File: config.mk
export PLATFORM = sky130hd
export DESIGN_NAME = keyword_substitution_cipher
export DESIGN_NICKNAME = d
export VERILOG_FILES = /design/src/design/kwsc_pkg.sv /design/src/design/kwsc_tables.sv /design/src/design/keyword_substitution_cipher.sv
export SDC_FILE = /design/constraint.sdc
export NUM_CORES = 1
export LEC_CHECK = 0
export ABC_CLOCK_PERIOD_IN_PS = 4650
export CORE_MARGIN = 1.5
export CORE_UTILIZATION = 58
export DETAILED_ROUTE_END_ITERATION = 6
export DONT_BUFFER_PORTS = 1
export PLACE_DENSITY = 0.76
export SYNTH_ARGS = -nofsm -noshare
export SYNTH_HDL_FRONTEND = slang
export SYNTH_SLANG_ARGS = --single-unit
File: constraint.sdc
create_clock -name i_clk -period 4.65 [get_ports i_clk]
set_input_delay 0.2325 -clock i_clk [delete_from_list [all_inputs] [get_ports i_clk]]
set_output_delay 0.2325 -clock i_clk [all_outputs]
set_load 0.005 [all_outputs]
File: src/design/kwsc_pkg.sv
// shared constants and types for the keyword substitution cipher
package kwsc_pkg;

    localparam int unsigned ALPHABET = 26;
    localparam int unsigned LETTER_W = 5;
    localparam int unsigned CHAR_W   = 8;
    localparam int unsigned CFG_IDX_W = 8;

    localparam logic [CHAR_W-1:0] LETTER_A = 8'd65;
    localparam logic [CHAR_W-1:0] LETTER_Z = 8'd90;
    localparam logic [CHAR_W-1:0] LOWER_A  = 8'd97;
    localparam logic [CHAR_W-1:0] LOWER_Z  = 8'd122;
    localparam logic [CHAR_W-1:0] CASE_GAP = 8'd32;

    localparam logic [1:0] OP_KEY    = 2'd0;
    localparam logic [1:0] OP_FINISH = 2'd1;
    localparam logic [1:0] OP_TEXT   = 2'd2;

    localparam logic [CFG_IDX_W-1:0] CFG_DECRYPT = 8'd0;
    localparam logic [CFG_IDX_W-1:0] CFG_LIMIT   = 8'd1;

    localparam logic [LETTER_W-1:0] LAST_LETTER = 5'd25;

    typedef logic [LETTER_W-1:0] t_letter;
    typedef logic [CHAR_W-1:0]   t_char;

    // one binding of plaintext letter to cipher letter
    typedef struct packed {
        logic    en;
        t_letter plain;
        t_letter cipher;
    } t_bind_req;

endpackage

File: src/design/kwsc_tables.sv
// forward and reverse substitution tables with bind write and text lookup
module kwsc_tables (
    input  logic               i_clk,
    input  kwsc_pkg::t_bind_req i_bind,
    input  logic               i_lookup_en,
    input  kwsc_pkg::t_letter  i_lookup_idx,
    input  logic               i_decrypt,
    output kwsc_pkg::t_letter  o_lookup
);
    import kwsc_pkg::*;

    t_letter r_forward [ALPHABET];
    t_letter r_reverse [ALPHABET];
    t_letter r_lookup;

    always_ff @(posedge i_clk) begin
        if (i_bind.en) begin
            r_forward[i_bind.plain]  <= i_bind.cipher;
            r_reverse[i_bind.cipher] <= i_bind.plain;
        end
    end

    // index is kept below ALPHABET by the caller
    always_ff @(posedge i_clk) begin
        if (i_lookup_en) begin
            r_lookup <= i_decrypt ? r_reverse[i_lookup_idx] : r_forward[i_lookup_idx];
        end
    end

    assign o_lookup = r_lookup;

endmodule

File: src/design/keyword_substitution_cipher.sv
// keyword substitution cipher top level: keyword loading, table fill sequencer, text mapping
// keyword and text requests are handled in the idle state without a busy state; a text result is registered and shows
// the cycle after acceptance. a finish request walks the letters a..z through the shared
// bind unit, one letter a cycle, so the block stalls input requests until the walk ends.
// synchronous active-low reset clears the seen flags, counters, flags and config;
// the substitution tables are not reset and their lookups are used only after a finish.
module keyword_substitution_cipher (
    input  logic                         i_clk,
    input  logic                         i_rst_n,
    // input request channel
    input  logic                         i_in_valid,
    output logic                         o_in_stall,
    input  logic [1:0]                   i_opcode,
    input  kwsc_pkg::t_char              i_char_value,
    // result channel
    output logic                         o_out_valid,
    input  logic                         i_out_stall,
    output kwsc_pkg::t_char              o_mapped_char,
    // configuration write channel
    input  logic                         i_cfg_valid,
    output logic                         o_cfg_ready,
    input  logic [kwsc_pkg::CFG_IDX_W-1:0] i_cfg_index,
    input  kwsc_pkg::t_char              i_cfg_data
);
    import kwsc_pkg::*;

    localparam logic ST_IDLE = 1'b0;
    localparam logic ST_WALK = 1'b1;

    logic       r_state;
    t_letter    r_walk_idx;
    logic [255:0] r_seen;
    t_char      r_kept;
    t_letter    r_next_plain;
    logic       r_table_ready;
    logic       r_loading;
    logic       r_decrypt;
    t_char      r_limit;
    logic       r_out_valid;
    t_char      r_text_char;
    logic       r_text_map;

    logic       in_accept;
    logic       key_req;
    logic       fin_req;
    logic       text_req;
    t_char      up_char;
    logic       up_is_letter;
    logic       seen_eff;
    t_char      kept_eff;
    t_letter    next_eff;
    logic       keep_char;
    logic [255:0] n_seen;
    t_char      walk_char;
    logic       walk_bind;
    t_bind_req  bind_req;
    logic       text_is_letter;
    t_char      text_off;
    t_letter    lookup_idx;
    t_letter    lookup_val;

    // handshakes
    assign o_in_stall  = (r_state == ST_WALK) || (r_out_valid && i_out_stall);
    assign in_accept   = i_in_valid && !o_in_stall;
    assign key_req     = in_accept && (i_opcode == OP_KEY);
    assign fin_req     = in_accept && (i_opcode == OP_FINISH);
    assign text_req    = in_accept && (i_opcode == OP_TEXT);
    assign o_cfg_ready = 1'b1;

    // upper-case the keyword character, only a..z change
    always_comb begin
        up_char = i_char_value;
        if (i_char_value >= LOWER_A && i_char_value <= LOWER_Z) begin
            up_char = i_char_value - CASE_GAP;
        end
    end
    assign up_is_letter = (up_char >= LETTER_A) && (up_char <= LETTER_Z);

    // a keyword request outside loading sees the freshly cleared state
    assign seen_eff  = r_loading ? r_seen[up_char] : 1'b0;
    assign kept_eff  = r_loading ? r_kept : '0;
    assign next_eff  = r_loading ? r_next_plain : '0;
    assign keep_char = !seen_eff && (kept_eff < r_limit);

    // seen set after a keyword request, starting from empty on a new keyword
    always_comb begin
        n_seen = r_loading ? r_seen : '0;
        if (keep_char) begin
            n_seen[up_char] = 1'b1;
        end
    end

    // fill walk reads the seen flag of the current letter
    assign walk_char = LETTER_A + {3'b000, r_walk_idx};
    assign walk_bind = (r_state == ST_WALK) && !r_seen[walk_char];

    // shared bind unit request: keyword letter or walk letter
    always_comb begin
        bind_req = '0;
        if (r_state == ST_WALK) begin
            bind_req.en     = walk_bind && (r_next_plain <= LAST_LETTER);
            bind_req.plain  = r_next_plain;
            bind_req.cipher = r_walk_idx;
        end else begin
            bind_req.en     = key_req && keep_char && up_is_letter &&
                              (next_eff <= LAST_LETTER);
            bind_req.plain  = next_eff;
            bind_req.cipher = t_letter'(up_char - LETTER_A);
        end
    end

    // text lookup, table read registered at acceptance
    assign text_is_letter = (i_char_value >= LETTER_A) && (i_char_value <= LETTER_Z);
    assign text_off       = i_char_value - LETTER_A;
    assign lookup_idx     = text_is_letter ? text_off[LETTER_W-1:0] : '0;

    kwsc_tables u_tables (
        .i_clk       (i_clk),
        .i_bind      (bind_req),
        .i_lookup_en (text_req),
        .i_lookup_idx(lookup_idx),
        .i_decrypt   (r_decrypt),
        .o_lookup    (lookup_val)
    );

    // configuration registers
    always_ff @(posedge i_clk) begin
        if (!i_rst_n) begin
            r_decrypt <= 1'b0;
            r_limit   <= 8'd255;
        end else if (i_cfg_valid && o_cfg_ready) begin
            unique case (i_cfg_index)
                CFG_DECRYPT: r_decrypt <= i_cfg_data[0];
                CFG_LIMIT:   r_limit   <= i_cfg_data;
                default:     ;
            endcase
        end
    end

    // sequencer and keyword state
    always_ff @(posedge i_clk) begin
        if (!i_rst_n) begin
            r_state       <= ST_IDLE;
            r_walk_idx    <= '0;
            r_seen        <= '0;
            r_kept        <= '0;
            r_next_plain  <= '0;
            r_table_ready <= 1'b0;
            r_loading     <= 1'b0;
        end else begin
            unique case (r_state)
                ST_IDLE: begin
                    if (key_req) begin
                        // first keyword character starts a new keyword
                        if (!r_loading) begin
                            r_table_ready <= 1'b0;
                            r_loading     <= 1'b1;
                        end
                        r_seen       <= n_seen;
                        r_kept       <= keep_char ? kept_eff + 8'd1 : kept_eff;
                        r_next_plain <= bind_req.en ? next_eff + 5'd1 : next_eff;
                    end else if (fin_req) begin
                        // finish without keyword starts from an empty one
                        if (!r_loading) begin
                            r_seen        <= '0;
                            r_kept        <= '0;
                            r_next_plain  <= '0;
                            r_table_ready <= 1'b0;
                        end
                        r_walk_idx <= '0;
                        r_state    <= ST_WALK;
                    end
                end
                ST_WALK: begin
                    if (bind_req.en) begin
                        r_next_plain <= r_next_plain + 5'd1;
                    end
                    if (r_walk_idx == LAST_LETTER) begin
                        r_loading     <= 1'b0;
                        r_table_ready <= 1'b1;
                        r_state       <= ST_IDLE;
                    end else begin
                        r_walk_idx <= r_walk_idx + 5'd1;
                    end
                end
                default: r_state <= ST_IDLE;
            endcase
        end
    end

    // result register
    always_ff @(posedge i_clk) begin
        if (!i_rst_n) begin
            r_out_valid <= 1'b0;
        end else if (text_req) begin
            r_out_valid <= 1'b1;
        end else if (!i_out_stall) begin
            r_out_valid <= 1'b0;
        end
    end

    // raw character and whether the table applies, held with the lookup
    always_ff @(posedge i_clk) begin
        if (text_req) begin
            r_text_char <= i_char_value;
            r_text_map  <= r_table_ready && text_is_letter;
        end
    end

    assign o_out_valid   = r_out_valid;
    assign o_mapped_char = r_text_map ? (LETTER_A + {3'b000, lookup_val}) : r_text_char;

endmodule
==> summary.txt, run 1 <==
Slew headroom -> 20.1%
CP Capture Type -> flop
Worst path slowest cell -> nor3_1
Placed Area -> 25,500 sq um
First-pass GRT wire length -> 107 mm
Clock Skew -> 27.8 ps
GRT Util Overall -> 31.4%
Min-Delay Path Depth -> 3
IO Pins -> 42
Most frequent cells in the layout -> 402 x nand2_1, 283 x dfxtp_1, 274 x edfxtp_1, 137 x nand3_1, 114 x o21ai_0
Hold Path Class -> input port to flop
Setup TNS Final -> 0 ps
Routed WL -> 69.4 mm
Hold-fix buffers at CTS -> 32
Crit Reg-Reg Endpoint -> u_tables.r_forward[11][1]
CP required -> 4900 ps
Largest net degree at the start of global routing -> 99
Synth Net Count -> 2,362
DRC viols -> 6
Synth unique cells -> 91
Die Area -> 44,400 sq um
Main synth FF type -> dfxtp_1
Final Total Pwr -> 10.2 mW
Number of gates resized after CTS -> 0
Yosys reg bits -> 557
Maximum clock frequency -> 0.245 GHz
Port bufs -> 0
Outcome -> finished with violations
Placed insts -> 2,740
Final worst slack -> 572 ps
Fin Hold WS -> 26.8 ps
Share of cells above drive strength 1 -> 11.5%
Setup violations, final -> 0
Vias per cell -> 6.70
RSZ-0062 raised after global routing -> false
CTS Sinks -> 557
Skew-Pair Late Insertion Delay -> 620 ps
# fillers -> 3,201
Post-route ant nets -> 0
Arr. time, crit path -> 4330 ps
Violated checks -> design-rule violations
R2r setup slk -> 570 ps
Post-DP HPWL -> 43.5 mm
Leakage power -> 9.70 nW
H-tree depth -> 2
Reg2Reg Depth -> 10
Max Slew Vio Count -> 0
Area of the core -> 42,200 sq um
Layout net count -> 2,343
Top cell type's share of synthesized area -> 32.9%
Hold path endpoint -> r_seen[45]
Worst-path fanout max -> 52
Cell type with the largest total area after synthesis -> edfxtp_1
Mean post-synth cell area -> 10.8 sq um
Vias -> 19,200
Number of synthesized flops with an enable pin -> 274
Hold_sp -> i_rst_n
Reg-to-Reg Start -> r_walk_idx[1]
Diodes inserted -> 0
Crit-path max cell delay -> 670 ps
Most common cell after layout, fill and taps aside -> nand2_1
Layout Cells excl Fill -> 2,873
Peak supply drop -> 0.289 mV
Setup CP Type -> flop to flop
Min cycle time layout -> 4080 ps
Die X -> 211 um
WL/cell -> 24.2 um
TritonCTS buffer count -> 55
Clock root cell -> clkbuf_16
Die height -> 211 um
Area Growth Syn to Fin -> 10.2%
Hold Fails Final Rpt -> 0
Synth warn -> 0
Post-synth ARST share -> 0%
Startpoint Class -> flop
Clock Path Buffers -> 3
Iter 0 DRT Violations -> 2,532
Register area share after synthesis -> 55.5%
Reg clk slew, reported paths -> 60 ps
Sequence of cells on the critical path -> inv_1 -> ha_1 -> mux4_2 -> mux4_2 -> mux2i_1 -> mux2i_1 -> nor2_1 -> a21oi_4 -> buf_12 -> nor3_1
Aggregate global routing overflow -> 0
Worst Max-Slew Pin Slew -> 1190 ps
Post-route cell area -> 27,600 sq um
Post-CTS Setup Bufs -> 0
Mapped cell area -> 25,000 sq um
TritonCTS clock tree -> built
Initial core utilization -> 59.2%
Pre-Repair DR Iteration Count -> 7
Pwr/cell area -> 371 nW/um^2
Gpl congestion -> 0.988
Dpl ws -> 434 ps
Maxcap violations -> 0
Mapped Cells -> 2,309
Period utilisation layout -> 87.7%
Vias in the first global route -> 18,700
Row Count -> 75
Final core utilization -> 65.3%
Initial antenna violation count -> 1
Synth area leaders -> edfxtp_1 33%, dfxtp_1 23%, nand2_1 6.0%, mux4_2 4.6%, mux2i_1 4.0%
## layer usage
layer	track usage [%]	vias up	wire [um]
met5	0	-	0
met3	5.32	228	6550
met1	41.5	9323	27100
met4	14.1	0	3040
li1	-	8567	-
met2	51.0	1130	32700
## critical path, delay by kind of cell, from the launching register on
family | cells | cell delay (ps)
muxes | 4 | 1270
and+or+nand+nor | 2 | 1000
adders and majority gates | 1 | 610
DFF | 1 | 400
buffers and inverters | 2 | 320
AOI/OAI and AO/OA | 1 | 70
## registers in the layout (all words and copies together) (netlist names), 5 cells and up
name                cells
r_seen                252
u_tables.r_forward    130
u_tables.r_reverse    130
r_kept                  8
r_limit                 8
r_text_char             8
r_next_plain            5
r_walk_idx              5
u_tables.o_lookup       5
## Yosys cell counts (15+ instances only)
cell,n
a21oi_1,76
a22o_1,32
a2bb2oi_1,17
a31oi_1,15
a32o_1,44
and2_1,26
and3_1,29
buf_2,36
buf_4,21
clkbuf_1,116
dfxtp_1,283
edfxtp_1,274
ha_1,22
inv_1,29
mux2i_1,101
mux4_2,51
nand2_1,402
nand3_1,138
nor2_1,97
nor3_1,41
nor4_1,28
o21ai_0,114
o221ai_1,26
o22ai_1,18
or3_1,26
or4_1,25
## logic make-up (layout without fill, tap and decap cells)
logic type               count (synthesis)  in the layout  share of synthesized area (%)
XOR/XNOR                                12             12                          0.420
flip-flops                             557            557                           55.5
AND/OR/NAND/NOR                        874            874                           16.4
multiplexers                           160            160                           9.05
buffers and inverters                  219            244                           4.09
adder cells (fa/ha/maj)                 22             22                           1.10
other                                    1              1                         0.0150
AO/OA/AOI/OAI                          464            464                           13.4
## power by group
group          total, mW  switching (mW)  internal (mW)
Combinational      0.637           0.452          0.186
Clock               4.42            1.90           2.52
Sequential          5.18          0.0149           5.16
Total               10.2            2.36           7.87
## cell type report
cell class                      count  area [sq um]  share of cell area [%]
Clock buffer                       74          1560                    5.66
Clock inverter                     27           233                   0.844
Timing Repair Buffer              111           948                    3.44
Inverter                           32           120                   0.436
Tap cell                          539           674                    2.45
Multi-Input combinational cell   1533         10100                    36.8
Sequential cell                   557         13900                    50.4
## how the worst max path moves through the flow
stage / from / to / cells after the start
after floorplan: i_char_value[0] / u_tables.r_reverse[16][0] / 17
after global placement: i_char_value[1] / r_seen[188] / 13
after detailed placement: i_char_value[1] / r_seen[191] / 13
after CTS: r_walk_idx[1] / u_tables.r_forward[11][1] / 10
after global routing: r_walk_idx[1] / u_tables.r_forward[11][3] / 10
final: r_walk_idx[1] / u_tables.r_forward[11][1] / 10
Power figures use the tool's default switching activity.
==> run 2, diff against run 1 <==
--- a/config.mk
+++ b/config.mk
@@ -7,10 +7,11 @@
 export LEC_CHECK = 0
 export ABC_CLOCK_PERIOD_IN_PS = 4650
 export CORE_MARGIN = 1.5
-export CORE_UTILIZATION = 58
+export CORE_UTILIZATION = 60
+export CTS_BUF_LIST = sky130_fd_sc_hd__clkbuf_8
 export DETAILED_ROUTE_END_ITERATION = 6
 export DONT_BUFFER_PORTS = 1
-export PLACE_DENSITY = 0.76
+export PLACE_DENSITY = 0.79
 export SYNTH_ARGS = -nofsm -noshare
 export SYNTH_HDL_FRONTEND = slang
 export SYNTH_SLANG_ARGS = --single-unit
==> run 2 against run 1 <==
  * The flow still finishes with violations (design-rule violations)
  * Register-to-register slack got worse by 120 ps
  * Clock skew grew 33 ps
  * Power decreased by 2.1%
==> summary.txt, run 2 (synthesis results as in run 1) <==
Outcome -> finished with violations
Violated checks -> design-rule violations
WL/cell -> 24.6 um
Setup CP Type -> flop to flop
Clock root cell -> clkbuf_8
Crit-path max cell delay -> 620 ps
Layout net count -> 2,378
Die height -> 207 um
Top reg by flops -> r_seen
Setup violations, final -> 0
Hold-fix buffers at CTS -> 31
Clock Path Buffers -> 3
Leakage power -> 9.86 nW
Number of gates resized after CTS -> 0
Hold Path Class -> input port to flop
RSZ-0062 raised after global routing -> false
Final core utilization -> 67.2%
Min cycle time layout -> 4200 ps
Reg clk slew, reported paths -> 60 ps
Die Area -> 42,900 sq um
Min-Delay Path Depth -> 4
Max Slew Vio Count -> 0
Post-CTS Setup Bufs -> 0
TritonCTS buffer count -> 90
Die X -> 207 um
Reg-to-Reg Start -> r_walk_idx[1]
Combinational Power Share -> 6.5%
GRT Util Overall -> 33.0%
Routed WL -> 71.9 mm
Register Area -> 13,900 sq um
Area Growth Syn to Fin -> 10.2%
Clk pwr share -> 41.8%
CP required -> 4930 ps
Period utilisation layout -> 90.3%
Buf+Inv Stages, Crit Path -> 2
Gpl congestion -> 1.01
Reg2Reg Depth -> 10
Maximum clock frequency -> 0.238 GHz
R2r setup slk -> 450 ps
Vias per cell -> 6.74
Placed Area -> 25,500 sq um
Worst-path fanout max -> 30
Hold Fails Final Rpt -> 0
Max reg flops -> 252
Aggregate global routing overflow -> 0
Port bufs -> 0
Vias in the first global route -> 19,400
Placed insts -> 2,734
Initial antenna violation count -> 1
Crit Reg-Reg Endpoint -> u_tables.r_reverse[6][3]
Largest net degree at the start of global routing -> 98
# fillers -> 3,013
Layout Cells excl Fill -> 2,926
CP delay by family, top -> multiplexers
Largest regs -> r_seen: 252 flops, u_tables.r_forward: 130 flops, u_tables.r_reverse: 130 flops
Worst Max-Slew Pin Slew -> 1190 ps
Maxcap violations -> 0
Worst path slowest cell -> ha_1
Peak supply drop -> 0.336 mV
Register share of total power -> 51.7%
IO Pins -> 42
Initial core utilization -> 61.0%
Area of the core -> 41,000 sq um
Iter 0 DRT Violations -> 2,501
Post-route ant nets -> 0
Fin Hold WS -> 33.6 ps
Hold path endpoint -> r_seen[67]
DRC viols -> 2
Skew-Pair Late Insertion Delay -> 680 ps
Multi-input logic area -> 10,100 sq um
Hold_sp -> i_char_value[4]
Startpoint Class -> flop
First-pass GRT wire length -> 110 mm
Arr. time, crit path -> 4480 ps
Internal power -> 7.58 mW
TritonCTS clock tree -> built
Pwr/cell area -> 363 nW/um^2
Most common cell after layout, fill and taps aside -> nand2_1
H-tree depth -> 3
Row Count -> 74
CP Capture Type -> flop
Switching pwr -> 2.43 mW
Post-DP HPWL -> 44.4 mm
Sequence of cells on the critical path -> inv_1 -> ha_1 -> mux4_2 -> mux4_2 -> mux2i_1 -> mux2i_1 -> nor2_1 -> a21oi_4 -> buf_12 -> nor3_1
CTS Sinks -> 557
Diodes inserted -> 0
Post-route cell area -> 27,600 sq um
Vias -> 19,700
Most frequent cells in the layout -> 402 x nand2_1, 283 x dfxtp_1, 274 x edfxtp_1, 137 x nand3_1, 114 x o21ai_0
Slew headroom -> 20.6%
Clock Skew -> 60.7 ps
Final Total Pwr -> 10.0 mW
Net Sw Frac -> 24.3%
Share of cells above drive strength 1 -> 12.8%
Pre-Repair DR Iteration Count -> 7
-- run 2: changes by cell type in the layout (fill, tap and decap cells not counted), sizes merged --
cell,before,now
buf,80,81
bufinv,3,2
clkbuf,74,109
clkinv,21,17
clkinvlp,4,1
dlygate4sd3,31,30
inv,31,64
-- run 2: power groups by stage --
stage	Sequential [mW]	Combinational (mW)	Clock (mW)
2_1_floorplan	5.28	0.458	0
3_3_place_gp	5.28	0.588	0
3_5_place_dp	5.28	0.598	0
4_1_cts	5.18	0.632	4.21
5_1_grt	5.18	0.679	4.42
6_report	5.18	0.651	4.19
-- run 2: worst reg2reg max path: cells and delay by family (launching register included) --
family / cells / cell delay (ps)
compound gates: 1 / 180
fa+ha+maj: 1 / 620
buf+inv: 2 / 380
flops: 1 / 400
mux: 4 / 1320
simple gates: 2 / 920
-- run 2: cell type report --
cell class / count / share of cell area (%)
Multi-Input combinational cell: 1533 / 36.8
Sequential cell: 557 / 50.4
Clock inverter: 52 / 1.03
Tap cell: 532 / 2.41
Clock buffer: 109 / 5.44
Timing Repair Buffer: 111 / 3.48
Inverter: 32 / 0.436
-- run 2: how the worst max path moves through the flow --
stage	endpoint	slack [ps]	from	cells past startpoint
after floorplan	u_tables.r_reverse[16][0]	-7	i_char_value[0]	17
after global routing	u_tables.r_reverse[7][0]	250	r_walk_idx[1]	10
after global placement	u_tables.r_forward[1][2]	670	i_char_value[1]	11
final	u_tables.r_reverse[6][3]	450	r_walk_idx[1]	10
after CTS	u_tables.r_reverse[6][3]	540	r_walk_idx[1]	10
after detailed placement	u_tables.r_reverse[6][2]	420	i_char_value[1]	12
-- run 2: per-stage QoR --
step	setup WS, ps	setup TNS (ps)
final	452	0
after CTS	545	0
after floorplan	-6.95	-610
after global routing	252	0
after global placement	668	0
after detailed placement	417	0
-- run 2: layer usage --
| metal | share of wire (%) | GRT usage (%) |
|---|---|---|
| met5 | 0.017 | 0 |
| met4 | 5.0 | 16.2 |
| met3 | 10 | 6.99 |
| met2 | 47 | 53.8 |
| met1 | 38 | 42.1 |
